## config.mk

```make
export PLATFORM = sky130hd
export DESIGN_NAME = pnc_sqdist
export DESIGN_NICKNAME = d
export VERILOG_FILES = /design/src/rtl/palette_nearest_color_defines.svh /design/src/rtl/pnc_pkg.sv /design/src/rtl/pnc_sqdist.sv
export SDC_FILE = /design/constraint.sdc
export NUM_CORES = 1
export LEC_CHECK = 0
export ABC_CLOCK_PERIOD_IN_PS = 7600
export BUFFER_PORTS_ARGS = -buffer_cell sky130_fd_sc_hd__buf_2
export CORE_MARGIN = 1.5
export CORE_UTILIZATION = 50
export DETAILED_ROUTE_END_ITERATION = 10
export HOLD_SLACK_MARGIN = 0.05
export MAX_ROUTING_LAYER = met4
export PLACE_DENSITY = 0.68
export SYNTH_ARGS = -nofsm -noshare
export SYNTH_HDL_FRONTEND = slang
export SYNTH_SLANG_ARGS = --single-unit
```

## constraint.sdc

```tcl
create_clock -name clk -period 7.6 [get_ports clk]
set_clock_uncertainty 0.05 [all_clocks]
set_input_delay 0.38 -clock clk [delete_from_list [all_inputs] [get_ports clk]]
set_output_delay 0.38 -clock clk [all_outputs]
set_load 0.005 [all_outputs]
```

## src/rtl/palette_nearest_color_defines.svh

```systemverilog
// assertion helpers used by palette_nearest_color.sv
`ifndef PALETTE_NEAREST_COLOR_DEFINES_SVH
`define PALETTE_NEAREST_COLOR_DEFINES_SVH

// same-cycle implication on clk, off during rst
`define PNC_ASSERT_NOW(label, ante, cons) \
  label: assert property (@(posedge clk) disable iff (rst) (ante) |-> (cons)) \
    else $error("palette_nearest_color: same-cycle check failed");

// next-cycle implication on clk, off during rst
`define PNC_ASSERT_NEXT(label, ante, cons) \
  label: assert property (@(posedge clk) disable iff (rst) (ante) |=> (cons)) \
    else $error("palette_nearest_color: next-cycle check failed");

`endif

```

## src/rtl/pnc_pkg.sv

```systemverilog
package pnc_pkg;

  localparam int PNC_ENTRIES_DEFAULT = 256;

  localparam int CHAN_W  = 8;   // input channel width
  localparam int STORE_W = 6;   // stored channel width, low two bits dropped
  localparam int SQ_W    = 16;  // one squared channel difference
  localparam int DIST_W  = 18;  // sum of three squares, max 3*255*255

  localparam logic [1:0] OP_WRITE  = 2'd0;
  localparam logic [1:0] OP_SEARCH = 2'd1;
  localparam logic [1:0] OP_READ   = 2'd2;

  typedef struct packed {
    logic [STORE_W-1:0] r;
    logic [STORE_W-1:0] g;
    logic [STORE_W-1:0] b;
  } rgb6_t;

  typedef struct packed {
    logic [CHAN_W-1:0] r;
    logic [CHAN_W-1:0] g;
    logic [CHAN_W-1:0] b;
  } rgb8_t;

endpackage

```

## src/rtl/pnc_sqdist.sv

```systemverilog
module pnc_sqdist (
  input  logic                      clk,
  input  pnc_pkg::rgb8_t            query,
  input  pnc_pkg::rgb6_t            entry,
  output logic [pnc_pkg::DIST_W-1:0] distance
);
  import pnc_pkg::*;

  logic [CHAN_W-1:0] dr, dg, db;
  logic [SQ_W-1:0]   sq_r, sq_g, sq_b;

  function automatic logic [CHAN_W-1:0] abs_diff(input logic [CHAN_W-1:0] a,
                                                 input logic [STORE_W-1:0] s);
    logic [CHAN_W-1:0] e;
    e = {s, 2'b00};
    return (a > e) ? (a - e) : (e - a);
  endfunction

  always_comb begin
    dr = abs_diff(query.r, entry.r);
    dg = abs_diff(query.g, entry.g);
    db = abs_diff(query.b, entry.b);
  end

  // squares registered, sum taken from the registers
  always_ff @(posedge clk) begin
    sq_r <= SQ_W'(dr) * SQ_W'(dr);
    sq_g <= SQ_W'(dg) * SQ_W'(dg);
    sq_b <= SQ_W'(db) * SQ_W'(db);
  end

  assign distance = DIST_W'(sq_r) + DIST_W'(sq_g) + DIST_W'(sq_b);

endmodule

```

==> impl_metrics.prom, run 1 <==
# TYPE chip_impl_metric gauge
chip_impl_metric{name="global_route.usage.total",unit=""} 0.194
chip_impl_metric{name="numPortBuffers",unit=""} 60
chip_impl_info{name="rsz0062_at_grt",value="no"} 1
chip_impl_info{name="path_category_of_the_worst_min_delay_check",value="in2reg"} 1
chip_impl_metric{name="cts.reportedPaths.clkPinSlew",unit="ps"} 70
chip_impl_info{name="clockRootBuffer",value="sky130_fd_sc_hd__clkbuf_16"} 1
chip_impl_metric{name="wl_per_cell",unit="um"} 12.2
chip_impl_metric{name="floorplan.initialDensity",unit=""} 0.513
chip_impl_metric{name="firstDrtPassIters",unit=""} 4
chip_impl_info{name="tritoncts",value="done"} 1
chip_impl_info{name="run_status",value="complete, no violations"} 1
chip_impl_metric{name="core",unit="um^2"} 15900
chip_impl_metric{name="postSynthCellCount",unit=""} 927
chip_impl_metric{name="cts.sink_count",unit=""} 45
chip_impl_metric{name="antenna_found_initial",unit=""} 0
chip_impl_metric{name="area_growth",unit="%"} 9.65
chip_impl_metric{name="place_congestion",unit=""} 0.885
chip_impl_metric{name="ys_types",unit=""} 62
chip_impl_metric{name="first_pass_grt_wire_length",unit="mm"} 26.4
chip_impl_metric{name="drt-initial-drc-count",unit=""} 260
chip_impl_metric{name="timing_worst_slew_pin_value",unit="ps"} 901
chip_impl_metric{name="fin_nets",unit=""} 1277
chip_impl_metric{name="hold_violations",unit=""} 0
chip_impl_metric{name="multiInputGateArea",unit="um^2"} 6570
chip_impl_metric{name="die_h",unit="um"} 131
chip_impl_metric{name="max-cap-violations",unit=""} 0
chip_impl_metric{name="cts_inserted_buffers",unit=""} 5
chip_impl_metric{name="final-seq-area",unit="um^2"} 901
chip_impl_metric{name="number_of_flops_mapped_to_enable_cells_by_yosys",unit=""} 0
chip_impl_metric{name="boundaryPins",unit=""} 61
chip_impl_info{name="final_common_cell",value="sky130_fd_sc_hd__inv_1"} 1
chip_impl_metric{name="routed_via_density",unit=""} 5.01
chip_impl_metric{name="final-setup-viol-count",unit=""} 0
chip_impl_metric{name="grt_start_max_net_pins",unit=""} 17
chip_impl_info{name="timing.critical_path.to_type",value="flop"} 1
chip_impl_metric{name="cts_repair_resize_count",unit=""} 0
chip_impl_metric{name="area_of_the_mapped_netlist",unit="um^2"} 8180
chip_impl_metric{name="worstPathArrival",unit="ps"} 6460
chip_impl_metric{name="dr_total_vias",unit=""} 6103
chip_impl_metric{name="slew_viol_final",unit=""} 0
chip_impl_metric{name="post_synth.cell_area_avg",unit="um^2"} 8.83
chip_impl_metric{name="drive_above_1_share",unit=""} 0.109
chip_impl_metric{name="finalCriticalPeriod",unit="ps"} 6340
chip_impl_metric{name="overall_die_area",unit="um^2"} 17100
chip_impl_metric{name="drt_wl_total",unit="mm"} 14.8
chip_impl_metric{name="num_antenna_cells",unit=""} 0
chip_impl_metric{name="route.detailed.drc",unit=""} 0
chip_impl_info{name="synth_flop_cell",value="sky130_fd_sc_hd__dfxtp_1"} 1
chip_impl_metric{name="cts.repair_timing.setup_buffer_count",unit=""} 0
chip_impl_metric{name="synth_warnings",unit=""} 0
chip_impl_info{name="final_cell_mix",value="185 x sky130_fd_sc_hd__inv_1, 138 x sky130_fd_sc_hd__ha_1, 101 x sky130_fd_sc_hd__nor2_1, 94 x sky130_fd_sc_hd__fa_1, 60 x sky130_fd_sc_hd__buf_2"} 1
chip_impl_metric{name="placement_rows",unit=""} 46
chip_impl_metric{name="h-tree-depth",unit=""} 2
chip_impl_metric{name="cts_buffer_depth",unit=""} 2
chip_impl_metric{name="asyncSetResetFlopFracSynth",unit=""} 0
chip_impl_metric{name="cts_hold_buf",unit=""} 0
chip_impl_metric{name="grt-ovfl-total",unit=""} 0
chip_impl_metric{name="slew-limit-headroom",unit=""} 0.398
chip_impl_metric{name="required_time_at_the_worst_slack_endpoint",unit="ps"} 7730
chip_impl_metric{name="fillCellCount",unit=""} 1515
chip_impl_metric{name="hpwlAfterDp",unit="mm"} 13.0
chip_impl_info{name="worst_setup_path_startpoint",value="query[2]"} 1
chip_impl_metric{name="max_clock_freq",unit="MHz"} 158
chip_impl_metric{name="first_global_vias",unit=""} 6075
chip_impl_metric{name="final_antenna_net_count",unit=""} 0
chip_impl_metric{name="share_of_the_clock_period_used_by_the_worst_path_after_layout",unit=""} 0.834
chip_impl_metric{name="yosysSeqAreaShare",unit=""} 0.110
chip_impl_info{name="critical_path_type",value="in2reg"} 1
chip_impl_metric{name="synth_seq_cells",unit=""} 45
chip_impl_info{name="startpoint_type",value="primary input"} 1
chip_impl_metric{name="die_width",unit="um"} 131
chip_impl_info{name="crit_end",value="sq_b[12]"} 1
chip_impl_metric{name="tns_setup",unit="ps"} 0
chip_impl_metric{name="largest_driver_fanout_on_the_critical_path",unit=""} 8
[logic make-up (layout without fill, tap and decap cells)]
group / after synthesis / after routing / synth area share
AO/OA/AOI/OAI: 145 / 145 / 0.122
XOR/XNOR: 76 / 76 / 0.0896
AND/OR/NAND/NOR: 217 / 217 / 0.128
other: 1 / 9 / 0.000458
flip-flops: 45 / 45 / 0.110
adder cells (fa/ha/maj): 232 / 232 / 0.441
multiplexers: 15 / 15 / 0.0187
buffers and inverters: 196 / 264 / 0.0902
[sequential cells by signal (all words and copies together) (netlist names)]
name  cells
sq_b     15
sq_g     15
sq_r     15
[routing by layer]
layer / up-vias / track usage / wire (um)
li1: 3147 / - / -
met1: 2864 / 0.259 / 7230
met2: 76 / 0.327 / 7030
met3: 16 / 0.0195 / 358
met4: 0 / 0.0330 / 210
met5: - / - / 0
[synthesized netlist by cell type (3+ instances only)]
cell	count	area, um^2
sky130_fd_sc_hd__inv_1	185	694
sky130_fd_sc_hd__ha_1	138	1730
sky130_fd_sc_hd__nor2_1	101	379
sky130_fd_sc_hd__fa_1	94	1880
sky130_fd_sc_hd__dfxtp_1	45	901
sky130_fd_sc_hd__a21oi_1	44	220
sky130_fd_sc_hd__xnor2_1	36	315
sky130_fd_sc_hd__xor2_1	31	272
sky130_fd_sc_hd__nand2_1	22	82.6
sky130_fd_sc_hd__a21o_1	17	128
sky130_fd_sc_hd__nand2b_1	17	106
sky130_fd_sc_hd__nor3_1	17	85.1
sky130_fd_sc_hd__o21ai_0	17	85.1
sky130_fd_sc_hd__mux2i_1	13	130
sky130_fd_sc_hd__or2_2	11	68.8
sky130_fd_sc_hd__nand4_1	9	56.3
sky130_fd_sc_hd__xnor2_2	9	146
sky130_fd_sc_hd__o21bai_1	8	60.1
sky130_fd_sc_hd__a221oi_1	6	52.6
sky130_fd_sc_hd__nand3_1	6	30.0
sky130_fd_sc_hd__o21a_1	6	45.0
sky130_fd_sc_hd__o21ai_1	6	30.0
sky130_fd_sc_hd__or2_1	6	37.5
sky130_fd_sc_hd__a211oi_1	5	37.5
sky130_fd_sc_hd__a31oi_1	5	31.3
sky130_fd_sc_hd__nor2b_1	5	31.3
sky130_fd_sc_hd__a211oi_2	4	50.1
sky130_fd_sc_hd__and2_1	4	25.0
sky130_fd_sc_hd__clkbuf_1	3	11.3
sky130_fd_sc_hd__clkinv_1	3	11.3
sky130_fd_sc_hd__inv_2	3	11.3
sky130_fd_sc_hd__nand3b_1	3	22.5
sky130_fd_sc_hd__o22ai_1	3	18.8
sky130_fd_sc_hd__o31a_1	3	26.3
sky130_fd_sc_hd__or3b_1	3	26.3
[worst max-delay path: stages]
cell and delay, ps:
sky130_fd_sc_hd__buf_2 90, sky130_fd_sc_hd__inv_1 60, sky130_fd_sc_hd__ha_1 170, sky130_fd_sc_hd__inv_1 50
sky130_fd_sc_hd__fa_1 410, sky130_fd_sc_hd__a211oi_2 200, sky130_fd_sc_hd__nor2_1 100, sky130_fd_sc_hd__o31ai_4 430
sky130_fd_sc_hd__mux2i_1 270, sky130_fd_sc_hd__xor2_1 510, sky130_fd_sc_hd__inv_2 170, sky130_fd_sc_hd__nand2_1 150
sky130_fd_sc_hd__inv_1 60, sky130_fd_sc_hd__fa_1 460, sky130_fd_sc_hd__fa_1 550, sky130_fd_sc_hd__inv_1 50
sky130_fd_sc_hd__fa_1 500, sky130_fd_sc_hd__fa_1 540, sky130_fd_sc_hd__inv_1 40, sky130_fd_sc_hd__ha_1 310
sky130_fd_sc_hd__inv_1 100, sky130_fd_sc_hd__nor2_1 50, sky130_fd_sc_hd__o31a_1 110, sky130_fd_sc_hd__o22ai_1 300
sky130_fd_sc_hd__nor4b_1 100, sky130_fd_sc_hd__a311o_1 280
[metrics by stage]
| stage | worst slack, ps | utilization | instance area [um^2] | cells | hold slack, ps |
|---|---|---|---|---|---|
| after CTS | 1250 | 0.563 | 8970 | 1219 | 177 |
| after detailed placement | 966 | 0.552 | 8800 | 1211 | 467 |
| after floorplan | 1490 | - | 8210 | 935 | 358 |
| after global placement | 1080 | 0.552 | 8800 | 1211 | 468 |
| after global routing | 852 | 0.563 | 8970 | 1219 | 176 |
| final | 1260 | 0.563 | 8970 | 1219 | 174 |
[area by class of cell]
class / count / share of cell area
Tap cell: 216 / 0.0301
Timing Repair Buffer: 65 / 0.0377
Multi-Input combinational cell: 694 / 0.733
Inverter: 191 / 0.0799
Clock inverter: 3 / 0.00530
Sequential cell: 45 / 0.100
Clock buffer: 5 / 0.0139
[how the worst min path moves through the flow]
stage | cells past startpoint | startpoint | end
2_1_floorplan | 0 | query[0] | sq_b[0]
3_3_place_gp | 1 | query[16] | sq_r[0]
3_5_place_dp | 1 | query[16] | sq_r[0]
4_1_cts | 1 | query[16] | sq_r[0]
5_1_grt | 1 | query[8] | sq_g[0]
6_report | 1 | query[0] | sq_b[0]
Power of run 1 is left out: the tool's default activity adds up to more than one toggle a clock period on the data nets, which glitch-free logic cannot reach.
==> inputs of run 2 (changes only) <==
- ABC_CLOCK_PERIOD_IN_PS: 7600 -> 6300
- clock period: 7.6 -> 6.3 ns (I/O delays scaled with it)
==> impl_metrics.prom, run 2 (synthesis results as in run 1) <==
# TYPE chip_impl_metric gauge
chip_impl_metric{name="hold_violations",unit=""} 0
chip_impl_info{name="crit_path_cell_trace",value="buf_2 -> inv_1 -> ha_1 -> inv_1 -> fa_1 -> a211oi_1 -> nor2_1 -> o31ai_4 -> buf_6 -> mux2i_1 -> xor2_1 -> nand2b_1 -> fa_1 -> inv_1 -> fa_1 -> fa_1 -> inv_1 -> fa_1 -> inv_1 -> ha_1 -> or2_2 -> o22ai_1 -> nor4bb_1 -> or3_1"} 1
chip_impl_metric{name="slew-limit-headroom",unit=""} 0.445
chip_impl_metric{name="drive_above_1_share",unit=""} 0.133
chip_impl_metric{name="finalCriticalPeriod",unit="ps"} 5970
chip_impl_info{name="tritoncts",value="done"} 1
chip_impl_metric{name="largest_driver_fanout_on_the_critical_path",unit=""} 7
chip_impl_metric{name="share_of_the_clock_period_used_by_the_worst_path_after_layout",unit=""} 0.948
chip_impl_metric{name="antenna_found_initial",unit=""} 0
chip_impl_metric{name="global_route.usage.total",unit=""} 0.201
chip_impl_metric{name="finalInstanceArea",unit="um^2"} 9160
chip_impl_info{name="run_status",value="complete, no violations"} 1
chip_impl_metric{name="grt_start_max_net_pins",unit=""} 17
chip_impl_metric{name="worstPathArrival",unit="ps"} 6100
chip_impl_info{name="path_category_of_the_worst_min_delay_check",value="in2reg"} 1
chip_impl_info{name="critical_path_type",value="in2reg"} 1
chip_impl_metric{name="fillCellCount",unit=""} 1479
chip_impl_metric{name="use_met2",unit=""} 0.335
chip_impl_metric{name="placement_rows",unit=""} 46
chip_impl_metric{name="first_pass_grt_wire_length",unit="mm"} 27.1
chip_impl_metric{name="timing.critical_path.slowest_cell_delay",unit="ps"} 540
chip_impl_metric{name="die_width",unit="um"} 131
chip_impl_metric{name="num_antenna_cells",unit=""} 0
chip_impl_metric{name="cp.buffers_inverters",unit=""} 7
chip_impl_metric{name="overall_die_area",unit="um^2"} 17100
chip_impl_metric{name="first_global_vias",unit=""} 6124
chip_impl_metric{name="area_growth",unit="%"} 11.9
chip_impl_metric{name="routed_via_density",unit=""} 5.02
chip_impl_metric{name="timing_worst_slew_pin_value",unit="ps"} 830
chip_impl_info{name="clockRootBuffer",value="sky130_fd_sc_hd__clkbuf_16"} 1
chip_impl_metric{name="dr_total_vias",unit=""} 6232
chip_impl_metric{name="cts_inserted_buffers",unit=""} 5
chip_impl_metric{name="max_clock_freq",unit="MHz"} 167
chip_impl_metric{name="placed_area",unit="um^2"} 8960
chip_impl_info{name="critical_path.top_delay_family",value="adder cells"} 1
chip_impl_info{name="startpoint_type",value="primary input"} 1
chip_impl_metric{name="core",unit="um^2"} 15900
chip_impl_metric{name="gr-usage-met1",unit=""} 0.273
chip_impl_metric{name="cts.reportedPaths.clkPinSlew",unit="ps"} 70
chip_impl_metric{name="fin_nets",unit=""} 1299
chip_impl_metric{name="place_congestion",unit=""} 0.855
chip_impl_metric{name="boundaryPins",unit=""} 61
chip_impl_metric{name="grt-ovfl-total",unit=""} 0
chip_impl_metric{name="firstDrtPassIters",unit=""} 5
chip_impl_metric{name="route.detailed.drc",unit=""} 0
chip_impl_metric{name="floorplan.initialDensity",unit=""} 0.513
chip_impl_metric{name="die_h",unit="um"} 131
chip_impl_metric{name="drt_wl_total",unit="mm"} 15.3
chip_impl_info{name="destination_of_the_worst_hold_path",value="sq_r[0]"} 1
chip_impl_metric{name="final_antenna_net_count",unit=""} 0
chip_impl_metric{name="h-tree-depth",unit=""} 2
chip_impl_info{name="final_cell_mix",value="185 x sky130_fd_sc_hd__inv_1, 138 x sky130_fd_sc_hd__ha_1, 100 x sky130_fd_sc_hd__nor2_1, 94 x sky130_fd_sc_hd__fa_1, 60 x sky130_fd_sc_hd__buf_2"} 1
chip_impl_info{name="hold_path.startpoint",value="query[16]"} 1
chip_impl_info{name="top_usage_layer",value="met2"} 1
chip_impl_metric{name="hpwlAfterDp",unit="mm"} 13.4
chip_impl_metric{name="timing.hold.worst_path_depth",unit=""} 1
chip_impl_info{name="biggestRegsByFlops",value="sq_b: 15 flops, sq_g: 15 flops, sq_r: 15 flops"} 1
chip_impl_metric{name="cts_hold_buf",unit=""} 0
chip_impl_metric{name="drt-initial-drc-count",unit=""} 263
chip_impl_metric{name="wl_per_cell",unit="um"} 12.4
chip_impl_metric{name="required_time_at_the_worst_slack_endpoint",unit="ps"} 6430
chip_impl_info{name="worst_setup_path_startpoint",value="query[10]"} 1
chip_impl_info{name="cp_slowest_cell",value="sky130_fd_sc_hd__fa_1"} 1
chip_impl_metric{name="cts_buffer_depth",unit=""} 2
chip_impl_info{name="final_common_cell",value="sky130_fd_sc_hd__inv_1"} 1
chip_impl_metric{name="final-setup-viol-count",unit=""} 0
chip_impl_info{name="timing.critical_path.to_type",value="flop"} 1
chip_impl_metric{name="cts.sink_count",unit=""} 45
chip_impl_metric{name="numPortBuffers",unit=""} 60
chip_impl_metric{name="max-cap-violations",unit=""} 0
chip_impl_metric{name="slew_viol_final",unit=""} 0
chip_impl_metric{name="globalRouteMet3Util",unit=""} 0.0183
run 2: cell count changes in the layout (fill, tap and decap cells not counted), sizes merged:
cell / delta
inv: -1
clkinv: +1
bufinv: -1
buf: +22
clkinvlp: +1
run 2: metal layers:
layer | vias up | routed length [um]
li1 | 3196 | -
met1 | 2907 | 7460
met2 | 115 | 7270
met3 | 14 | 480
met4 | 0 | 135
met5 | - | 0
run 2: cell type report:
cell class	instances	area, um^2	area share
Tap cell	216	270	0.0295
Clock inverter	3	25.0	0.00273
Clock buffer	5	125	0.0137
Sequential cell	45	901	0.0984
Inverter	191	717	0.0783
Timing Repair Buffer	87	507	0.0553
Multi-Input combinational cell	694	6610	0.722
run 2: how the worst max path moves through the flow:
| stage | endpoint | slack, ps | cells after the start |
|---|---|---|---|
| global route | sq_g[12] | -30 | 26 |
| detailed placement | sq_g[12] | 20 | 26 |
| finish | sq_g[12] | 330 | 24 |
| CTS | sq_g[12] | 290 | 26 |
| global placement | sq_g[13] | 140 | 27 |
| floorplan | sq_g[12] | 250 | 25 |
run 2: what timing repair did:
action | CTS | global route
setup buffers | 0 | 0
endpoints found under the setup margin | 0 | 3
gates resized for setup | 0 | 9
run 2: metrics by stage:
| stage | worst slack [ps] | TNS (ps) | instances | util | hold slack, ps |
|---|---|---|---|---|---|
| floorplan | 251 | 0 | 935 | - | 293 |
| global placement | 136 | 0 | 1233 | 0.562 | 403 |
| detailed placement | 23.3 | 0 | 1233 | 0.562 | 404 |
| CTS | 294 | 0 | 1241 | 0.572 | 109 |
| global route | -34.1 | -34.1 | 1241 | 0.574 | 108 |
| finish | 325 | 0 | 1241 | 0.574 | 113 |
Power of run 2 is left out for the same reason.
==> inputs of run 3 (changes only) <==
- ABC_CLOCK_PERIOD_IN_PS: 6300 -> 5300
- PLACE_DENSITY: 0.68 -> 0.71
- clock period: 6.3 -> 5.3 ns (I/O delays scaled with it)
==> impl_metrics.prom, run 3 (synthesis results as in run 1) <==
# TYPE chip_impl_metric gauge
chip_impl_info{name="run_status",value="complete, but fails checks"} 1
chip_impl_info{name="failed_checks",value="setup timing"} 1
chip_impl_info{name="rsz0062_at_grt",value="yes"} 1
chip_impl_info{name="tritoncts",value="done"} 1
chip_impl_metric{name="final-seq-area",unit="um^2"} 901
chip_impl_info{name="final_cell_mix",value="206 x sky130_fd_sc_hd__buf_4, 151 x sky130_fd_sc_hd__inv_1, 116 x sky130_fd_sc_hd__ha_1, 87 x sky130_fd_sc_hd__nor2_1, 84 x sky130_fd_sc_hd__fa_1"} 1
chip_impl_metric{name="dr_total_vias",unit=""} 7238
chip_impl_metric{name="route.detailed.drc",unit=""} 0
chip_impl_metric{name="multiInputGateArea",unit="um^2"} 7460
chip_impl_metric{name="routed_via_density",unit=""} 5.03
chip_impl_metric{name="boundaryPins",unit=""} 61
chip_impl_metric{name="crit_path_setup_slack_layout",unit="ps"} -162
chip_impl_metric{name="grt_start_max_net_pins",unit=""} 15
chip_impl_metric{name="finalInstanceArea",unit="um^2"} 11600
chip_impl_metric{name="timing.hold.worst_path_depth",unit=""} 1
chip_impl_metric{name="required_time_at_the_worst_slack_endpoint",unit="ps"} 5420
chip_impl_info{name="startpoint_type",value="primary input"} 1
chip_impl_metric{name="hold_violations",unit=""} 0
chip_impl_info{name="critical_path_type",value="in2reg"} 1
chip_impl_metric{name="max-cap-violations",unit=""} 0
chip_impl_metric{name="fin_nets",unit=""} 1496
chip_impl_metric{name="place_congestion",unit=""} 0.888
chip_impl_metric{name="firstDrtPassIters",unit=""} 5
chip_impl_info{name="path_category_of_the_worst_min_delay_check",value="in2reg"} 1
chip_impl_metric{name="num_antenna_cells",unit=""} 0
chip_impl_info{name="timing.critical_path.to_type",value="flop"} 1
chip_impl_metric{name="drive_above_1_share",unit=""} 0.392
chip_impl_metric{name="area_growth",unit="%"} 42.1
chip_impl_metric{name="slew-limit-headroom",unit=""} 0.185
chip_impl_metric{name="drt_wl_total",unit="mm"} 19.8
chip_impl_info{name="final_common_cell",value="sky130_fd_sc_hd__buf_4"} 1
chip_impl_metric{name="core",unit="um^2"} 15900
chip_impl_info{name="cp_slowest_cell",value="sky130_fd_sc_hd__fa_1"} 1
chip_impl_info{name="clockRootBuffer",value="sky130_fd_sc_hd__clkbuf_16"} 1
chip_impl_metric{name="overall_die_area",unit="um^2"} 17100
chip_impl_metric{name="timing.critical_path.slowest_cell_delay",unit="ps"} 550
chip_impl_metric{name="timing_worst_slew_pin_value",unit="ps"} 1220
chip_impl_metric{name="die_h",unit="um"} 131
chip_impl_info{name="crit_path_cell_trace",value="buf_8 -> inv_12 -> ha_4 -> inv_2 -> fa_2 -> a211oi_2 -> nor2_2 -> o31ai_4 -> buf_6 -> mux2i_4 -> xnor2_4 -> or2_1 -> fa_1 -> inv_2 -> fa_1 -> fa_1 -> inv_1 -> fa_1 -> inv_2 -> ha_4 -> or2_2 -> o22ai_2 -> nor4bb_1 -> or3_1"} 1
chip_impl_metric{name="max_clock_freq",unit="MHz"} 183
chip_impl_metric{name="slew_viol_final",unit=""} 0
chip_impl_metric{name="die_width",unit="um"} 131
chip_impl_metric{name="global_route.usage.total",unit=""} 0.247
chip_impl_metric{name="worstPathArrival",unit="ps"} 5590
chip_impl_metric{name="share_of_the_clock_period_used_by_the_worst_path_after_layout",unit=""} 1.03
chip_impl_metric{name="tns_setup",unit="ps"} -588
chip_impl_info{name="biggestRegsByFlops",value="sq_b: 15 flops, sq_g: 15 flops, sq_r: 15 flops"} 1
chip_impl_metric{name="hpwlAfterDp",unit="mm"} 15.6
chip_impl_metric{name="placed_area",unit="um^2"} 10600
chip_impl_metric{name="final.hold.worst_slack",unit="ps"} 59.2
chip_impl_metric{name="cts_buffer_depth",unit=""} 2
chip_impl_metric{name="first_global_vias",unit=""} 7504
chip_impl_metric{name="antenna_found_initial",unit=""} 0
chip_impl_metric{name="first_pass_grt_wire_length",unit="mm"} 33.0
chip_impl_metric{name="cts_inserted_buffers",unit=""} 5
chip_impl_metric{name="fillCellCount",unit=""} 1123
chip_impl_metric{name="floorplan.initialDensity",unit=""} 0.513
chip_impl_metric{name="h-tree-depth",unit=""} 2
chip_impl_metric{name="pre_cts_ws",unit="ps"} -583
chip_impl_metric{name="grt-ovfl-total",unit=""} 0
chip_impl_metric{name="cts.sink_count",unit=""} 45
chip_impl_metric{name="cts.reportedPaths.clkPinSlew",unit="ps"} 60
chip_impl_metric{name="final_antenna_net_count",unit=""} 0
chip_impl_info{name="destination_of_the_worst_hold_path",value="sq_r[0]"} 1
chip_impl_metric{name="placement_rows",unit=""} 46
chip_impl_metric{name="finalCriticalPeriod",unit="ps"} 5460
chip_impl_metric{name="numPortBuffers",unit=""} 60
chip_impl_metric{name="drt-initial-drc-count",unit=""} 327
chip_impl_info{name="path_common_cell",value="sky130_fd_sc_hd__fa_1"} 1
chip_impl_metric{name="wl_per_cell",unit="um"} 13.8
chip_impl_metric{name="largest_driver_fanout_on_the_critical_path",unit=""} 5
chip_impl_info{name="hold_path.startpoint",value="query[16]"} 1
chip_impl_metric{name="final-setup-viol-count",unit=""} 8
[run 3: cell count changes in the layout (fill, tap and decap cells not counted), moves of 11 or more]
cell                      delta
sky130_fd_sc_hd__inv_1      -34
sky130_fd_sc_hd__nor2_1     -13
sky130_fd_sc_hd__buf_4     +180
sky130_fd_sc_hd__or2_4      +11
sky130_fd_sc_hd__a21oi_1    -13
sky130_fd_sc_hd__inv_2      +28
sky130_fd_sc_hd__nor2_2     +11
sky130_fd_sc_hd__mux2i_1    -11
sky130_fd_sc_hd__buf_6      +18
sky130_fd_sc_hd__ha_4       +18
sky130_fd_sc_hd__ha_1       -22
[run 3: layout make-up]
cell class / instances / area share
Clock buffer: 6 / 0.0119
Clock inverter: 2 / 0.00118
Inverter: 191 / 0.0647
Multi-Input combinational cell: 694 / 0.642
Sequential cell: 45 / 0.0775
Tap cell: 216 / 0.0232
Timing Repair Buffer: 284 / 0.180
[run 3: repair_timing]
| item | in CTS | in global routing |
|---|---|---|
| pin swaps | 66 | 42 |
| gates resized for setup | 68 | 76 |
| setup endpoints to repair | 14 | 19 |
| hold buffers | 0 | 0 |
| buffers inserted | 18 | 13 |
[run 3: worst max-delay path, delay by kind of cell]
family | cells | cell delay [ps]
multiplexers | 1 | 280
XOR/XNOR | 1 | 100
buffers and inverters | 7 | 540
AND/OR/NAND/NOR | 5 | 1050
AO/OA/AOI/OAI | 3 | 630
adder cells (fa/ha/maj) | 7 | 2710
[run 3: metal layers]
metal,part of all wire,global-route usage,vias to the layer above
li1,-,-,3584
met1,0.42,0.293,3480
met2,0.52,0.446,132
met3,0.032,0.0273,42
met4,0.027,0.0640,0
met5,0,-,-
[run 3: how the worst max path moves through the flow]
stage | startpoint | end | slack [ps] | depth (start not counted)
6_report | query[10] | sq_g[12] | -160 | 24
5_1_grt | query[10] | sq_g[14] | -320 | 27
4_1_cts | query[10] | sq_g[12] | -100 | 26
3_5_place_dp | query[10] | sq_g[14] | -580 | 27
3_3_place_gp | query[10] | sq_g[14] | -480 | 27
2_1_floorplan | query[10] | sq_g[12] | -280 | 24
[run 3: metrics by stage]
step                utilization  std cells
global placement          0.667       1402
finish                    0.729       1438
detailed placement        0.667       1402
floorplan                     -        935
global route              0.729       1438
CTS                       0.704       1427
Power of run 3 is left out for the same reason.
